File: config.mk
export PLATFORM = sky130hd
export DESIGN_NAME = mrro_front
export DESIGN_NICKNAME = d
export VERILOG_FILES = /design/src/rtl/core/mrro_pkg.sv /design/src/rtl/core/mrro_front.sv
export SDC_FILE = /design/constraint.sdc
export NUM_CORES = 1
export LEC_CHECK = 0
export BUFFER_PORTS_ARGS = -buffer_cell sky130_fd_sc_hd__buf_2
export CORE_AREA = 2 2 128 130
export CTS_BUF_LIST = sky130_fd_sc_hd__clkbuf_4 sky130_fd_sc_hd__clkbuf_8
export CTS_CLUSTER_SIZE = 16
export DETAILED_ROUTE_END_ITERATION = 7
export DIE_AREA = 0 0 130 132
export MAX_ROUTING_LAYER = met4
export PLACE_DENSITY = 0.74
export SETUP_SLACK_MARGIN = 0.4
export SYNTH_ARGS = -nofsm -noshare
export SYNTH_HDL_FRONTEND = slang
export SYNTH_SLANG_ARGS = --single-unit
File: constraint.sdc
create_clock -name clk -period 3.75 [get_ports clk]
set_input_delay 0.375 -clock clk [delete_from_list [all_inputs] [get_ports clk]]
set_output_delay 0.375 -clock clk [all_outputs]
set_load 0.03 [all_outputs]
File: src/rtl/core/mrro_pkg.sv
`timescale 1ns / 1ps
`default_nettype none
package mrro_pkg;

	localparam int DEF_STORE_BYTES      = 65536;
	localparam int DEF_MAX_PATTERN_ROWS = 8;

	// Signed coordinate width after clipping, and width of linear byte addresses.
	localparam int CW     = 17;
	localparam int ADDR_W = 25;
	localparam int QDEPTH = 2;

	localparam logic [2:0] OP_READ    = 3'd0;
	localparam logic [2:0] OP_WRITE   = 3'd1;
	localparam logic [2:0] OP_INVERT  = 3'd2;
	localparam logic [2:0] OP_PATTERN = 3'd3;
	localparam logic [2:0] OP_CHECKER = 3'd4;
	localparam logic [2:0] OP_STIPPLE = 3'd5;

	localparam logic [2:0] CFG_CLIP_LEFT    = 3'd0;
	localparam logic [2:0] CFG_CLIP_TOP     = 3'd1;
	localparam logic [2:0] CFG_CLIP_RIGHT   = 3'd2;
	localparam logic [2:0] CFG_CLIP_BOTTOM  = 3'd3;
	localparam logic [2:0] CFG_ROW_BYTES    = 3'd4;
	localparam logic [2:0] CFG_PATTERN_LEN  = 3'd5;
	localparam logic [2:0] CFG_PATTERN_ROWS = 3'd6;
	localparam logic [2:0] CFG_DARK_IS_SET  = 3'd7;

	typedef struct packed {
		logic [11:0] clip_left;
		logic [11:0] clip_top;
		logic [11:0] clip_right;
		logic [11:0] clip_bottom;
		logic [8:0]  row_bytes;
		logic [3:0]  pattern_len;
		logic [63:0] pattern_rows;
		logic        dark_is_set;
	} cfg_t;

	typedef struct packed {
		logic [2:0]           op;
		logic                 rect;
		logic                 oob;
		logic signed [CW-1:0] x0;
		logic signed [CW-1:0] y0;
		logic signed [CW-1:0] x1;
		logic signed [CW-1:0] y1;
		logic                 fg;
		logic                 bg;
		logic [15:0]          addr;
		logic [7:0]           wb;
	} cmd_t;

endpackage
`default_nettype wire

File: src/rtl/core/mrro_front.sv
`timescale 1ns / 1ps
`default_nettype none
module mrro_front
	import mrro_pkg::*;
#(
	parameter int STORE_BYTES = DEF_STORE_BYTES
) (
	input  wire logic               clk,
	input  wire logic               arst_n,
	input  wire logic               hold,
	input  wire cfg_t               cfg,
	input  wire logic               in_valid,
	output logic                    in_ready,
	input  wire logic [2:0]         op,
	input  wire logic signed [15:0] x_left,
	input  wire logic signed [15:0] y_top,
	input  wire logic signed [15:0] x_right,
	input  wire logic signed [15:0] y_bottom,
	input  wire logic               fg_set,
	input  wire logic               bg_set,
	input  wire logic [15:0]        byte_addr,
	input  wire logic [7:0]         write_byte,
	output logic                    cmd_valid,
	input  wire logic               cmd_ready,
	output cmd_t                    cmd
);

	localparam logic [ADDR_W-1:0] STORE_LIM = ADDR_W'(STORE_BYTES);

	logic               valid_s1;
	logic [2:0]         op_s1;
	logic signed [15:0] xl_s1, yt_s1, xr_s1, yb_s1;
	logic               fg_s1, bg_s1;
	logic [15:0]        addr_s1;
	logic [7:0]         wb_s1;

	logic signed [CW-1:0] xl, yt, xr, yb, cl, ct, cr, cb;
	logic signed [CW-1:0] x0, y0, x1, y1;
	logic                 clipped, empty, walk_op;

	assign in_ready  = !hold && (!valid_s1 || cmd_ready);
	assign cmd_valid = valid_s1;

	always_ff @(posedge clk or negedge arst_n) begin
		if (!arst_n) begin
			valid_s1 <= 1'b0;
		end else begin
			if (cmd_valid && cmd_ready) begin
				valid_s1 <= 1'b0;
			end
			if (in_valid && in_ready) begin
				valid_s1 <= 1'b1;
			end
		end
	end

	always_ff @(posedge clk) begin
		if (in_valid && in_ready) begin
			op_s1   <= op;
			xl_s1   <= x_left;
			yt_s1   <= y_top;
			xr_s1   <= x_right;
			yb_s1   <= y_bottom;
			fg_s1   <= fg_set;
			bg_s1   <= bg_set;
			addr_s1 <= byte_addr;
			wb_s1   <= write_byte;
		end
	end

	assign xl = CW'(xl_s1);
	assign yt = CW'(yt_s1);
	assign xr = CW'(xr_s1);
	assign yb = CW'(yb_s1);
	assign cl = {{(CW-12){1'b0}}, cfg.clip_left};
	assign ct = {{(CW-12){1'b0}}, cfg.clip_top};
	assign cr = {{(CW-12){1'b0}}, cfg.clip_right};
	assign cb = {{(CW-12){1'b0}}, cfg.clip_bottom};

	// The stipple ignores the clip rectangle.
	assign clipped = (op_s1 != OP_STIPPLE);
	assign x0 = (clipped && cl > xl) ? cl : xl;
	assign y0 = (clipped && ct > yt) ? ct : yt;
	assign x1 = (clipped && cr < xr) ? cr : xr;
	assign y1 = (clipped && cb < yb) ? cb : yb;
	assign empty = (x0 > x1) || (y0 > y1);

	always_comb begin
		case (op_s1)
			OP_INVERT:  walk_op = 1'b1;
			OP_PATTERN: walk_op = (cfg.pattern_len != 4'd0);
			OP_CHECKER: walk_op = 1'b1;
			OP_STIPPLE: walk_op = 1'b1;
			default:    walk_op = 1'b0;
		endcase
	end

	always_comb begin
		cmd.op   = op_s1;
		cmd.rect = walk_op && !empty;
		cmd.oob  = ({{(ADDR_W-16){1'b0}}, addr_s1} >= STORE_LIM);
		cmd.x0   = x0;
		cmd.y0   = y0;
		cmd.x1   = x1;
		cmd.y1   = y1;
		cmd.fg   = fg_s1;
		cmd.bg   = bg_s1;
		cmd.addr = addr_s1;
		cmd.wb   = wb_s1;
	end

endmodule
`default_nettype wire

# ---- After elaboration in Yosys (flattened, before gate mapping)
# Cells that the tools add are included.
dict set report classes {
  n_addsub 0
  reduce_logical 16
  n_mul 0
  n_eq_ne 5
  n_mux 7
  n_shift 0
  order_cmp 6
  n_bitwise 0
  div_mod_pow 0
}
# operator n
set op_table {}
lappend op_table {{17-bit two-way mux} 4}
lappend op_table {{17-bit greater-than comparator} 2}
lappend op_table {{13-bit by 16-bit greater-than comparator with 1-bit output} 2}
lappend op_table {{13-bit by 16-bit < comparator with 1-bit output} 2}
lappend op_table {{1-bit logical AND} 8}
lappend op_table {{3-bit by 2-bit equality test with 1-bit output (second input constant)} 2}
lappend op_table {{3-bit equality test (second input constant)} 2}
lappend op_table {{4-bit nonzero test} 1}
lappend op_table {{1-bit logical NOT} 3}
lappend op_table {{3-bit != test (second input constant)} 1}
lappend op_table {{3-bit OR reduction} 1}
lappend op_table {{1-bit logical OR} 2}
lappend op_table {{1-bit two-way mux} 2}
lappend op_table {{1-bit case mux with 2 select lines} 1}
lappend op_table {{2-bit nonzero test} 1}
dict set report totals {
  ram_bits 0
  latch_bits 0
  reg_bits 94
  mem_bits_ro 0
  word_cells 44
  memories 0
  output_inout_bits 101
  input_bits 224
}

# ---- Depth between registers and ports, before layout
dict set report logic_depth {
  word_depth 7
  ltp_mapped 15
  mapped_depth_nobuf 13
}

# ---- Worst setup path after synthesis
# Ideal clock, no wire load.
dict set report synth_path {
  path_kind {input to output}
  start {input port cfg[115] in the netlist's numbering}
  end {output port cmd[95] in the netlist's numbering}
  path_buffers 1
  path_stages 13
  path_slack_ns -1.177
  arrival_ns 4.552
  required_time_ns 3.375
  path_cell_list {ha_1 > nor2b_1 > o211ai_1 > a211o_1 > and3_1 > buf_2 > o311ai_0 > ha_1 > a211oi_1 > nor2_1 > a2111oi_0 > o2111ai_1 > a22oi_1}
}
# element line_no
set synth_lines {}
lappend synth_lines {{start: declaration} mrro_front.sv:11} ;# input wire cfg_t cfg,
lappend synth_lines {{end: declaration} mrro_front.sv:25} ;# output cmd_t cmd

==> impl_metrics.json <==
{
  "diodes": 0,
  "path_class": "reg2out",
  "fmax_mhz": 238.1,
  "grt_pass1_vias": 6235,
  "clock_path_buffers": 2,
  "comb_power_share_pct": 32.8,
  "crit_fanout": 6,
  "io-pin-count": 325,
  "place_hpwl_um": 16060,
  "syn-num-nets": 915,
  "initial_core_util_pct": 41.54,
  "timing.final.hold_violations": 0,
  "power_mw": 2.916,
  "synth_largest_area_cell": "edfxtp_1",
  "grt_use_total_pct": 23.86,
  "ant_nets": 0,
  "nets": 1265,
  "pwr-share-seq_pct": 42.5,
  "wl_per_cell_um": 17.28,
  "drv_cap": 0,
  "finalCritPeriodShare_pct": 112.0,
  "area_growth_pct": 47.33,
  "fin_tns_setup_ns": -0.4508,
  "synth.distinct_cells": 58,
  "p_int_mw": 1.957,
  "status": "complete, but fails checks",
  "yosys_register_bits": 94,
  "antenna_found_initial": 0,
  "fin_ws_ns": -0.4508,
  "route.detailed.vias_per_inst": 5.220,
  "syn_area_sq_um": 6528,
  "design_area_sq_um": 9617,
  "async_flop_share_pct": 1.064,
  "switching_share_pct": 32.89,
  "r2r_setup_slack_ns": 1.93,
  "power.switching_uw": 959.3,
  "hp-class": "in2reg",
  "slew_viol_final": 0,
  "p_leak_nw": 4.476,
  "final_common_cell": "buf_2",
  "grt_pass1_wl_um": 30670,
  "critPathLaunchType": "flop",
  "vias": 6181,
  "ys_top_cells_by_area": "edfxtp_1, ha_1, nand3_1",
  "synth_ff_type": "edfxtp_1",
  "drt_iter0_drc": 371,
  "wirelength_um": 20460,
  "ys.warnings.count": 0,
  "syn_inst": 613,
  "yosysSeqAreaShare_pct": 43.17,
  "grt_start_max_net_pins": 65,
  "synth_edf_count": 93,
  "layout-drive-gt1-share_pct": 49.28,
  "clk_pin_slew_ns": 0.11,
  "fp.dieArea_sq_um": 17160,
  "core_area_sq_um": 15710,
  "grt_overflow": 0,
  "numCtsBuffers": 9,
  "placed_cells": 1154,
  "die_y_um": 132,
  "yosys.area.top_type_share_pct": 42.78,
  "arrival_ns": 3.83,
  "rows": 46,
  "cts_tree": "yes",
  "avgSynthCellArea_sq_um": 10.65,
  "dpl_cell_area_sq_um": 8871,
  "setup_viol": 1,
  "root_buffer": "clkbuf_8",
  "drcViolationCount": 0,
  "skew_ns": 0.01594,
  "clockPowerShare_pct": 24.7,
  "port_buffers": 249,
  "fin_crit_ns": 4.201,
  "pre_cts_ws_ns": -0.3602,
  "ctsHtreeMaxLevel": 3,
  "fp.dieW_um": 130,
  "place_congestion": 0.9260,
  "rsz0062_at_grt": "yes",
  "power.density_nw_per_um2": 303.3,
  "crit_required_ns": 3.38,
  "peakVddDrop_uv": 308.3,
  "violations": "negative setup slack",
  "fin_cells": 1184,
  "clk_latency_ns": 0.38,
  "dr.pass1.iters": 5,
  "cts.sinks": 94,
  "final_cell_mix": "buf_2, buf_4, edfxtp_1",
  "worst_setup_path_end_kind": "output port"
}
==> repair_timing <==
action | in CTS | in global routing
hold buffers | 1 | 0
gates cloned | 0 | 1
endpoints found under the hold margin | 1 | 0
pin swaps | 16 | 20
gates resized for setup | 47 | 22
setup endpoints to repair | 2 | 2
setup buffers | 7 | 5
==> power by group through the flow <==
stage | clock network [mW] | logic, mW | registers (mW)
4_1_cts | 0.747 | 0.915 | 1.24
5_1_grt | 0.781 | 1.03 | 1.24
2_1_floorplan | 0 | 0.479 | 1.28
6_report | 0.720 | 0.956 | 1.24
3_5_place_dp | 0 | 0.847 | 1.26
3_3_place_gp | 0 | 0.833 | 1.26
==> layout make-up <==
class	instances	area, sq um
fillers	1340	6096
multi-input cells	417	3804
flip-flops and latches	94	2818
repair buffers	372	2253
well taps	216	270.3
inverters	69	259.0
clock buffers	9	123.9
clock inverters	7	88.84
==> flip-flops by register name, indices dropped and copies added (netlist names) <==
name	flops
addr_s1	16
bg_s1	1
cmd_valid	1
fg_s1	1
op_s1	3
wb_s1	8
xl_s1	16
xr_s1	16
yb_s1	16
yt_s1	16
==> layer usage <==
layer | track usage [%] | vias to the layer above | part of all wire [%]
li1 | - | 3022 | -
met1 | 31.93 | 2883 | 46
met2 | 37.43 | 242 | 46
met3 | 3.815 | 34 | 5.4
met4 | 6.930 | 0 | 2.3
met5 | - | - | 0
==> kinds of logic after synthesis <==
kind of cell,after synthesis,synth area share [%]
flops,94,43.17
simple gates,193,16.01
fa+ha+maj,78,14.95
buf+inv,102,6.920
other cells,1,0.05745
compound gates,107,12.57
mux,38,6.326
==> path summary, 6_finish.rpt <==
| kind | depth (start not counted) | end | startpoint |
|---|---|---|---|
| max in group asynchronous | 2 | cmd_valid | arst_n |
| min in group asynchronous | 2 | cmd_valid | arst_n |
| worst max-delay path | 16 | cmd[95] | yt_s1[9] |
| worst min register to register | 1 | cmd_valid | cmd_valid |
| worst min-delay path | 1 | yb_s1[2] | y_bottom[2] |
| worst max register to register | 3 | addr_s1[12] | cmd_valid |
==> synthesized netlist by cell type, types with 8 or more instances <==
| master | count |
|---|---|
| nor2_1 | 9 |
| a21oi_1 | 22 |
| nand3_1 | 55 |
| or3_1 | 11 |
| mux2_2 | 17 |
| mux2_1 | 9 |
| nor3_1 | 17 |
| ha_1 | 78 |
| edfxtp_1 | 93 |
| o311a_1 | 12 |
| nand2_1 | 40 |
| o21ai_0 | 11 |
| mux2i_1 | 12 |
| nand4_1 | 13 |
| and3_1 | 14 |
| buf_4 | 8 |
| o211ai_1 | 15 |
| inv_1 | 69 |
| o311ai_0 | 12 |
| clkbuf_1 | 14 |
==> metrics by stage <==
stage	util, %	hold slack (ns)
6_report	61.20	0.1613
3_5_place_dp	56.46	0.1499
3_3_place_gp	56.46	0.1500
5_1_grt	61.20	0.1317
2_1_floorplan	-	0.07941
4_1_cts	59.84	0.1311
==> critical path: stages (launching register included) <==
cell,delay [ns]
edfxtp_1,0.45
inv_1,0.07
ha_1,0.31
nand4_1,0.12
a21oi_1,0.15
o31ai_1,0.09
buf_4,0.14
a31oi_4,0.24
clkbuf_16,0.20
buf_4,0.10
mux2_2,0.35
ha_1,0.28
nand4_1,0.18
buf_4,0.19
o311ai_2,0.28
a22oi_2,0.12
buf_6,0.15
(Power assumes the default switching activity.)
