### src/rtl/core/mrro_pkg.sv
`timescale 1ns / 1ps
`default_nettype none
package mrro_pkg;

	localparam int DEF_STORE_BYTES      = 65536;
	localparam int DEF_MAX_PATTERN_ROWS = 8;

	// Signed coordinate width after clipping, and width of linear byte addresses.
	localparam int CW     = 17;
	localparam int ADDR_W = 25;
	localparam int QDEPTH = 2;

	localparam logic [2:0] OP_READ    = 3'd0;
	localparam logic [2:0] OP_WRITE   = 3'd1;
	localparam logic [2:0] OP_INVERT  = 3'd2;
	localparam logic [2:0] OP_PATTERN = 3'd3;
	localparam logic [2:0] OP_CHECKER = 3'd4;
	localparam logic [2:0] OP_STIPPLE = 3'd5;

	localparam logic [2:0] CFG_CLIP_LEFT    = 3'd0;
	localparam logic [2:0] CFG_CLIP_TOP     = 3'd1;
	localparam logic [2:0] CFG_CLIP_RIGHT   = 3'd2;
	localparam logic [2:0] CFG_CLIP_BOTTOM  = 3'd3;
	localparam logic [2:0] CFG_ROW_BYTES    = 3'd4;
	localparam logic [2:0] CFG_PATTERN_LEN  = 3'd5;
	localparam logic [2:0] CFG_PATTERN_ROWS = 3'd6;
	localparam logic [2:0] CFG_DARK_IS_SET  = 3'd7;

	typedef struct packed {
		logic [11:0] clip_left;
		logic [11:0] clip_top;
		logic [11:0] clip_right;
		logic [11:0] clip_bottom;
		logic [8:0]  row_bytes;
		logic [3:0]  pattern_len;
		logic [63:0] pattern_rows;
		logic        dark_is_set;
	} cfg_t;

	typedef struct packed {
		logic [2:0]           op;
		logic                 rect;
		logic                 oob;
		logic signed [CW-1:0] x0;
		logic signed [CW-1:0] y0;
		logic signed [CW-1:0] x1;
		logic signed [CW-1:0] y1;
		logic                 fg;
		logic                 bg;
		logic [15:0]          addr;
		logic [7:0]           wb;
	} cmd_t;

endpackage
`default_nettype wire

### src/rtl/core/mrro_cmdq.sv
`timescale 1ns / 1ps
`default_nettype none
module mrro_cmdq
	import mrro_pkg::*;
(
	input  wire logic clk,
	input  wire logic arst_n,
	input  wire logic push_valid,
	output logic      push_ready,
	input  wire cmd_t push_cmd,
	output logic      pop_valid,
	input  wire logic pop_ready,
	output cmd_t      pop_cmd
);

	localparam int PW = $clog2(QDEPTH);
	localparam int NW = $clog2(QDEPTH + 1);

	cmd_t            slot_q [QDEPTH];
	logic [PW-1:0]   wr_q, rd_q;
	logic [NW-1:0]   cnt_q;
	logic            do_push, do_pop;

	assign push_ready = (cnt_q != NW'(QDEPTH));
	assign pop_valid  = (cnt_q != '0);
	assign pop_cmd    = slot_q[rd_q];
	assign do_push    = push_valid && push_ready;
	assign do_pop     = pop_valid && pop_ready;

	always_ff @(posedge clk or negedge arst_n) begin
		if (!arst_n) begin
			wr_q  <= '0;
			rd_q  <= '0;
			cnt_q <= '0;
		end else begin
			if (do_push) begin
				wr_q <= (wr_q == PW'(QDEPTH - 1)) ? '0 : wr_q + 1'b1;
			end
			if (do_pop) begin
				rd_q <= (rd_q == PW'(QDEPTH - 1)) ? '0 : rd_q + 1'b1;
			end
			if (do_push && !do_pop) begin
				cnt_q <= cnt_q + 1'b1;
			end else if (do_pop && !do_push) begin
				cnt_q <= cnt_q - 1'b1;
			end
		end
	end

	always_ff @(posedge clk) begin
		if (do_push) begin
			slot_q[wr_q] <= push_cmd;
		end
	end

endmodule
`default_nettype wire

### config.mk
export PLATFORM = sky130hd
export DESIGN_NAME = mrro_cmdq
export DESIGN_NICKNAME = d
export VERILOG_FILES = /design/src/rtl/core/mrro_pkg.sv /design/src/rtl/core/mrro_cmdq.sv
export SDC_FILE = /design/constraint.sdc
export NUM_CORES = 1
export LEC_CHECK = 0
export BUFFER_PORTS_ARGS = -buffer_cell sky130_fd_sc_hd__buf_2
export CAP_MARGIN = 20
export CORE_MARGIN = 4
export CORE_UTILIZATION = 40
export CTS_CLUSTER_DIAMETER = 50
export DETAILED_ROUTE_END_ITERATION = 12
export PLACE_DENSITY = 0.68
export SYNTH_ARGS = -nofsm -noshare
export SYNTH_HDL_FRONTEND = slang
export SYNTH_SLANG_ARGS = --single-unit
### constraint.sdc
create_clock -name clk -period 13.15 [get_ports clk]
set_clock_uncertainty 0.05 [all_clocks]
set_input_delay 1.315 -clock clk [delete_from_list [all_inputs] [get_ports clk]]
set_output_delay 1.315 -clock clk [all_outputs]
set_load 0.03 [all_outputs]
* Word level (Yosys, flattened, before mapping) *
Memories as Yosys holds them, arrays and structs flattened.
Cells that the tools add are included.

word-level totals
  bits in registers = 4
  RAM bits = 198
  bits of input ports = 103
  logic and storage cells = 23
  memories kept = 1

memory list
  name    words  width  rd ports  clocked after Yosys merged registers in  write ports  RTL line         source
  slot_q  2      99     1         0                                        1            mrro_cmdq.sv:19  cmd_t slot_q [QDEPTH];

operators by class
  add/subtract/negate cells = 4
  eq/ne operators = 1
  mux-type cells = 6
  reductions and logical operators = 8

operator list
  kind                                                                 count
  1-bit logical AND                                                    4
  1-bit two-way mux                                                    4
  2-bit two-way mux                                                    2
  2-bit nonzero test                                                   2
  1-bit adder (second input constant)                                  2
  2-bit by 1-bit adder with 2-bit output (second input constant)       1
  1-bit zero test                                                      2
  2-bit inequality test (second input constant)                        1
  2-bit by 1-bit subtractor with 2-bit output (second input constant)  1

* Longest topological paths before layout *
Gate-level depths: netlist of run 1.

  depth after elaboration = 6
  mapped depth = 7
  mapped depth without buffers = 7

* Least setup slack after synthesis of run 1 *
No wires, ideal clock.

  path kind = input to register
  from = input push_valid
  to = memory slot_q[0][0] in the netlist's numbering (enable)
  data arrival time = 5.538 ns
  path slack = 7.005 ns
  cell stages on the path = 2
  path buffers = 0
  cell sequence = nand2_1 > nor2_1

on the way
  longest elaborated chain between the ends = 3

ends and longest elaborated chain
  item                                     RTL line         source
  from (decl)                              mrro_cmdq.sv:8   input wire logic push_valid,
  1-bit logical AND                        mrro_cmdq.sv:27  assign do_push = push_valid && push_ready;
  1-bit two-way mux                        mrro_cmdq.sv:51  if (do_push) begin
  1-bit two-way mux (implied by the code)  mrro_cmdq.sv:52  slot_q[wr_q] <= push_cmd;
  to (decl)                                mrro_cmdq.sv:19

Every way passes these cells.

==> results list, run 1 <==
* Run status: completed
- The slowest stage of the critical path belongs to the cell sky130_fd_sc_hd__dfrtp_4.
- Clock tree from TritonCTS: yes
- The area growth from synthesis to layout is 24.0%.
- Count of inserted antenna diode cells: 0
* Buffers and inverters on the worst path: 2
- End-of-flow core utilization: 0.513
* Number of CTS-inserted buffers: 23
- Path length in cells of the critical path: 3
- Final HPWL DP: 9440 µm
- Sequential fraction of the synthesis area: 0.771
- At the worst endpoint, the required time is 11.78 ns.
- Startpoint Class: flip-flop
- STA puts the critical path data arrival time at 2.99 ns.
- Y dimension of the die: 148 µm
- In this run the critical register-to-register path is captured at slot_q[0][50]$_DFFE_PP_.
- Root cell of the clock tree: sky130_fd_sc_hd__clkbuf_16
- Leaving out fill and tap cells, the most frequent cell in the layout is sky130_fd_sc_hd__buf_2.
- Maximum single-stage delay on the critical path: 1.13 ns
* Deepest clock path buffer count: 3
- Sequence of cells on the critical path: buf_4 -> mux2_4 -> buf_2
* Syn nets: 430
- Crit path to: pop_cmd[49]
* Hold-fix buffers at CTS: 0
- The total count of max-transition violations in the final report came to 0.
- The setup check on the worst reg-to-reg path leaves a slack of 10.66 ns.
- The synthesized design contains 202 register bits.
* Xor/xnor share of the synthesized area: 0.00559
* Clock latency reported for the late side of the worst-skew pair: 0.49 ns
- Of the total synthesized cell area, the portion taken by full adders, half adders and majority gates is 0.00160.
- Via count of the first global-routing pass: 4144
- Synthesized-area fraction occupied by ao, oa, aoi and oai cells: 0
- Of the available clock period, the critical path in the final layout requires 0.331.
- By area, the combinational part of the netlist is dominated by multiplexers.
- Initial core utilization: 0.413
- In this run the worst path has a maximum fanout of 58.
* Area used by multi-input combinational logic: 0.00159 mm²
* Fillers: 1552
- Worst slew margin relative to its limit: 0.282
- The clock period could shrink to 4.36 ns.
- Global routing usage summed across all routing layers: 0.123
- Mapped cell area: 0.00784 mm²
* Area taken by flip-flops and latches: 0.00605 mm²
- After clock tree synthesis, the clock-pin slew on the worst setup and hold paths is 0.05 ns.
- Netlist cell types: 14
* Post-synth top area share: 0.759
- The first global-routing pass estimated 21500 µm of wire.
- CP top delay family: flip-flops
- Using the TritonRoute via totals, the vias-per-cell ratio works out to 4.56.
- After clock tree synthesis, the repair step resized 0 gates.
- Simple-gate portion of the synthesized area: 0.00431
- Antenna violations before repair: 0
* Synth area leaders: sky130_fd_sc_hd__edfxtp_1 (76%), sky130_fd_sc_hd__mux2_4 (19%), sky130_fd_sc_hd__buf_12 (2.6%), sky130_fd_sc_hd__dfrtp_1 (1.3%), sky130_fd_sc_hd__xnor2_1 (0.34%)
- GRT overflow: 0
- Synthesized area per cell: 24.0 µm²
- The worst hold path belongs to the class reg -> reg.
- Dividing the detail-routed wire length by the instance count gives 17.1 µm.
- The first routing iteration left 148 violations.
- The count of buffers added on input and output ports is 203.
- Pin placement for this block handled 204 I/O pins.
- Cell count after synthesis: 326
- For this run, the post-layout net count is 651.
- Setup violations remaining at the end of the flow were counted as 0.
- For the pin with the worst max-slew slack, the measured transition is 1.08 ns.
* Number of search-and-repair iterations in the first detailed-routing pass: 4
- Type of element capturing the critical path: output pin
- Critical path origin: rd_q$_DFFE_PN0P_
- Final hold violation count: 0
- Upper clock frequency limit: 230 MHz
- Sum of negative setup slack: 0 ns
- Dividing total power by cell area gives a power density of 249 mW/mm².
- Routability Congestion: 0.723
- Setup repair after global routing left no endpoint under its margin.
- Max-cap violations in this run came to 0.
* Pin count of the biggest net entering global routing: 65
* Vias after detailed routing: 3749
* Total routed wirelength: 14000 µm
- # H-tree levels: 1
- The count of nets left with antenna violations once routing finished came out at 0.
* Fraction of layout cells with a size suffix above 1: 0.607
- Sink Count: 202
* Cell row count: 50
* Leading cell types in the layout, fill and taps excluded: sky130_fd_sc_hd__buf_2 (203), sky130_fd_sc_hd__edfxtp_1 (198), sky130_fd_sc_hd__mux2_4 (99)
- The Yosys step of the flow raised 0 warnings.
- Register-to-Register Path Depth: 5
- Placeable core region: 0.0190 mm²
- Launching point of the worst reg2reg path: cnt_q[0]$_DFFE_PN0P_
- Post-CTS timing repair inserted 0 buffers for setup.
* WS Path Type: reg -> out
* Number of design rule violations left after detail routing: 0
* Static leakage: 3.90 nW
* Maximum VDD drop: 0.186 mV
- Die Wd: 148 µm
* Library cell occupying the most area in the post-synthesis netlist: sky130_fd_sc_hd__edfxtp_1
- Total Die Area: 0.0219 mm²
- Multiplexer share of the synthesized area: 0.190
layer usage:
metal / GRT usage / vias up / part of all wire
li1: - / 1739 / -
met1: 0.145 / 1835 / 0.39
met2: 0.212 / 151 / 0.50
met3: 0.0463 / 24 / 0.097
met4: 0.0351 / 0 / 0.019
met5: 0 / - / 0
state kept, by name (all words and copies together) (netlist names):
name and cells:
wr_q 1, cnt_q 2, slot_q 198, rd_q 1
cell families (layout without fill, tap and decap cells):
logic type,count (synthesis),after routing
adders and majority gates,1,1
DFF,202,202
and+or+nand+nor,7,7
buffers and inverters,12,248
muxes,99,99
xor gates and xnor gates,5,5
cells in the mapped netlist:
| cell | n |
|---|---|
| sky130_fd_sc_hd__dfrtp_1 | 4 |
| sky130_fd_sc_hd__nor2_1 | 2 |
| sky130_fd_sc_hd__inv_1 | 1 |
| sky130_fd_sc_hd__edfxtp_1 | 198 |
| sky130_fd_sc_hd__and3_1 | 1 |
| sky130_fd_sc_hd__buf_6 | 1 |
| sky130_fd_sc_hd__or2_1 | 1 |
| sky130_fd_sc_hd__nand2b_1 | 1 |
| sky130_fd_sc_hd__ha_1 | 1 |
| sky130_fd_sc_hd__mux2_4 | 99 |
| sky130_fd_sc_hd__buf_12 | 10 |
| sky130_fd_sc_hd__xnor2_1 | 3 |
| sky130_fd_sc_hd__nand2_1 | 2 |
| sky130_fd_sc_hd__xor2_1 | 2 |
stage by stage:
stage | instances | hold WS, ns | worst slack, ns | power (mW) | area [µm²]
3_5_place_dp | 782 | 0.451 | 9.25 | 1.87 | 9010
6_report | 822 | 0.458 | 8.79 | 2.42 | 9720
3_3_place_gp | 782 | 0.425 | 9.27 | 1.85 | 9010
5_1_grt | 822 | 0.494 | 8.62 | 2.54 | 9720
2_1_floorplan | 326 | 0.406 | 7.00 | 1.71 | 7840
4_1_cts | 822 | 0.460 | 8.72 | 2.46 | 9720
layout make-up:
type	count	share of cell area
Inverter	1	0.000386
Timing Repair Buffer	207	0.108
Sequential cell	202	0.623
Tap cell	260	0.0335
Multi-Input combinational cell	112	0.164
Clock inverter	13	0.0117
Clock buffer	27	0.0608
worst register-to-register path, cell delays in order, from the launching register on:
cell,delay (ns)
sky130_fd_sc_hd__dfrtp_1,0.41
sky130_fd_sc_hd__nand2b_1,0.18
sky130_fd_sc_hd__nand2_1,0.15
sky130_fd_sc_hd__nor2_4,0.10
sky130_fd_sc_hd__buf_4,0.47
sky130_fd_sc_hd__buf_4,0.71
how the worst min path moves through the flow:
stage,startpoint,to,cells past startpoint
final,cnt_q[1]$_DFFE_PN0P_,cnt_q[1]$_DFFE_PN0P_,1
after floorplan,cnt_q[1]$_DFFE_PN0P_,cnt_q[1]$_DFFE_PN0P_,1
after detailed placement,cnt_q[1]$_DFFE_PN0P_,cnt_q[1]$_DFFE_PN0P_,1
after global placement,cnt_q[1]$_DFFE_PN0P_,cnt_q[1]$_DFFE_PN0P_,1
after global routing,cnt_q[1]$_DFFE_PN0P_,cnt_q[1]$_DFFE_PN0P_,1
after CTS,cnt_q[1]$_DFFE_PN0P_,cnt_q[1]$_DFFE_PN0P_,1
power by group:
part	switching, mW	total (mW)	leakage [nW]	internal [mW]
clock	0.240	0.584	0.338	0.344
combinational	0.513	0.869	1.68	0.356
sequential	0.0853	0.968	1.88	0.882
total	0.838	2.42	3.90	1.58
No activity file was read; power rests on OpenSTA's default activity.
==> inputs of run 2 (changes only) <==
--- a/config.mk
+++ b/config.mk
@@ -11,7 +11,7 @@
 export CORE_UTILIZATION = 40
 export CTS_CLUSTER_DIAMETER = 50
 export DETAILED_ROUTE_END_ITERATION = 12
-export PLACE_DENSITY = 0.68
+export PLACE_DENSITY = 0.71
 export SYNTH_ARGS = -nofsm -noshare
 export SYNTH_HDL_FRONTEND = slang
 export SYNTH_SLANG_ARGS = --single-unit
==> constraint.sdc (replaced) <==
create_clock -name clk -period 3.9 [get_ports clk]
set_clock_uncertainty 0.05 [all_clocks]
set_input_delay 0.39 -clock clk [delete_from_list [all_inputs] [get_ports clk]]
set_output_delay 0.39 -clock clk [all_outputs]
set_load 0.03 [all_outputs]
==> run 2 against run 1 <==
Routed wire length up 1.7%; sequential cell count did not move; combinational power rose to 3.5 times the previous value; critical path type unchanged; first-iteration DRC count shrank 2.7%.
==> results list, run 2 (synthesis results as in run 1) <==
- The number of buffers inserted by post-CTS setup repair came to 0 (unchanged).
- The area of the placeable core is 0.0190 mm² (unchanged).
- Number of design rule violations left after detail routing: 0 (unchanged)
- Number of CTS-inserted buffers: 23 (unchanged)
- Area taken by flip-flops and latches: 0.00605 mm² (unchanged)
- Number of search-and-repair iterations in the first detailed-routing pass: 4 (unchanged)
- The chip width came to 148 µm (unchanged).
- Signal arrival time at the worst endpoint: 2.15 ns (-0.84 ns)
* Vias after detailed routing: 3734 (-0.40%)
- The setup total negative slack was 0 ns (unchanged).
- The areal power density over the cells was 837 mW/mm² (+240%).
- The worst hold margin came to 0.0338 ns (-0.424 ns).
- Derived from the worst setup path, the maximum achievable clock frequency is 386 MHz.
- Pin count of the biggest net entering global routing: 60 (-7.7%)
- Post-route insts no fill: 825 (+0.36%)
- Wire length of the first global-routing pass: 21700 µm (+0.86%)
* Total of buffers placed on input and output ports: 203 (unchanged)
* Worst slew margin relative to its limit: 0.566 (+0.284)
- Fillers: 1544 (-0.52%)
* GRT overflow: 0 (unchanged)
- Worst setup slack after layout: 1.31 ns (-7.49 ns)
* Maximum VDD drop: 0.519 mV (+180%)
* Root cell of the clock tree: sky130_fd_sc_hd__clkbuf_16
- From synthesis to final layout, the design area changed by 24.4%.
- The area of combinational cells with multiple inputs was 0.00159 mm² (unchanged).
- Cell row count: 50 (unchanged)
- The vertical extent of the die was 148 µm (unchanged).
* Kind of path behind the tightest hold check: in -> reg
* Antenna violations before repair: 2 (+2)
- The initial core utilization is 0.413 (unchanged).
- Final HPWL DP: 9610 µm (+1.8%)
* Detailed router's first-iteration violation count: 144 (-2.7%)
- Average wire per cell in the routed design: 17.3 µm (+1.3%)
- Via count of the first global-routing pass: 4059 (-2.1%)
* Type of element capturing the critical path: output pin
* Clock-pin transition on the worst setup and hold timing paths: 0.06 ns (about the same)
- Setup repair after global routing left no endpoint under its margin.
- Post-route ant nets: 0 (unchanged)
- # H-tree levels: 1 (unchanged)
- The critical path in this run is classified as reg -> out.
* Global routing usage summed across all routing layers: 0.125 (+0.00147)
- The total of max-cap violations was 0 (unchanged).
- Flop-to-flop setup slack: 1.55 ns (-9.11 ns)
- The required time of the critical path was 3.46 ns (-8.32 ns).
* Final setup violation count: 0 (unchanged)
- The count of instances resized after the clock tree is built is 0 (unchanged).
- The proportion of layout cells with a drive suffix above 1 is 0.607 (+0.000698).
- Crit share post-route: 0.665
- The boundary pin count came to 204 (unchanged).
- Clock tree from TritonCTS: yes
- The maximum clock insertion buffer count is 3 (unchanged).
* Leading registers by flop count: slot_q: 198 flops, cnt_q: 2 flops
- The leakage power figure came to 3.92 nW (+0.53%).
* Sink Count: 202 (unchanged)
- Most flop-heavy register: slot_q
* Most common library cell in the layout ignoring fill and taps: sky130_fd_sc_hd__buf_2
* Startpoint Class: flip-flop
- CP max FO: 28 (-52%)
- The total power consumption of the routed design was 8.16 mW (+240%).
* Minimum setup slack after placement: 1.52 ns (-7.74 ns)
- Final hold violation count: 0 (unchanged)
- # nets final: 653 (+0.31%)
* Clock latency reported for the late side of the worst-skew pair: 0.49 ns (about the same)
- The global placer's final weighted congestion is 0.736 (+1.8%).
- Run status: completed
- The die footprint is 0.0219 mm² (unchanged).
* Leading cell types in the layout, fill and taps excluded: sky130_fd_sc_hd__buf_2 (203), sky130_fd_sc_hd__edfxtp_1 (198), sky130_fd_sc_hd__mux2_4 (99)
* Crit path time final: 2.59 ns
* Number of cells after detailed placement: 783 (+0.13%)
* Max FFs per register: 198 (unchanged)
- The total count of max-transition violations in the final report was 0 (unchanged).
- Total routed wirelength: 14300 µm (+1.7%)
- Worst-Margin Slew: 0.651 ns (-0.427 ns)
- The ratio of routed vias to standard cells was 4.53 (-0.76%).
==> run 2: cell types whose count changed in the layout (fill, tap and decap cells not counted), sizes merged <==
cell         delta
diode           +2
clkbuf          -1
clkinv          +1
clkinvlp        -2
inv             +1
dlygate4sd3     +1
buf             +1
==> run 2: repair_timing <==
item,CTS,global route
hold buffers,1,0
setup endpoints to repair,0,0
endpoints found under the hold margin,4,0
==> run 2: metrics by stage <==
stage | utilization | cell area [µm²]
5_1_grt | 0.514 | 9750
2_1_floorplan | - | 7850
4_1_cts | 0.514 | 9740
3_5_place_dp | 0.477 | 9050
6_report | 0.514 | 9750
3_3_place_gp | 0.477 | 9050
==> run 2: final timing paths <==
kind                            cells after the start                      end                 start
min in group asynchronous                           2     cnt_q[1]$_DFFE_PN0P_                arst_n
worst max register to register                      4  slot_q[0][15]$_DFFE_PP_  cnt_q[0]$_DFFE_PN0P_
max in group asynchronous                           2         rd_q$_DFFE_PN0P_                arst_n
worst max-delay path                                3              pop_cmd[78]      rd_q$_DFFE_PN0P_
worst min register to register                      1     cnt_q[1]$_DFFE_PN0P_  cnt_q[1]$_DFFE_PN0P_
worst min-delay path                                1   slot_q[1][5]$_DFFE_PP_           push_cmd[5]
==> run 2: cell type report <==
type	instances	share of cell area
Sequential cell	202	0.621
Multi-Input combinational cell	112	0.163
Timing Repair Buffer	209	0.112
Clock buffer	26	0.0602
Tap cell	260	0.0334
Clock inverter	13	0.0103
Antenna cell	2	0.000513
Inverter	1	0.000385
==> run 2: power breakdown <==
part / internal, mW / switching, mW / leakage [nW]
Sequential: 2.97 / 0.169 / 1.88
Clock: 1.15 / 0.797 / 0.341
Combinational: 1.20 / 1.87 / 1.70
==> run 2: metal layers <==
| metal | wire [µm] | up-vias | GRT usage |
|---|---|---|---|
| met2 | 7130 | 141 | 0.218 |
| met4 | 385 | 2 | 0.0346 |
| met3 | 1180 | 29 | 0.0441 |
| li1 | - | 1738 | - |
| met1 | 5560 | 1824 | 0.146 |
| met5 | 13 | - | 0 |
==> run 2: critical path, cell delays in order (launching register included) <==
cell	delay, ns
sky130_fd_sc_hd__dfrtp_4	0.61
sky130_fd_sc_hd__buf_4	0.50
sky130_fd_sc_hd__mux2_4	0.35
sky130_fd_sc_hd__buf_2	0.18
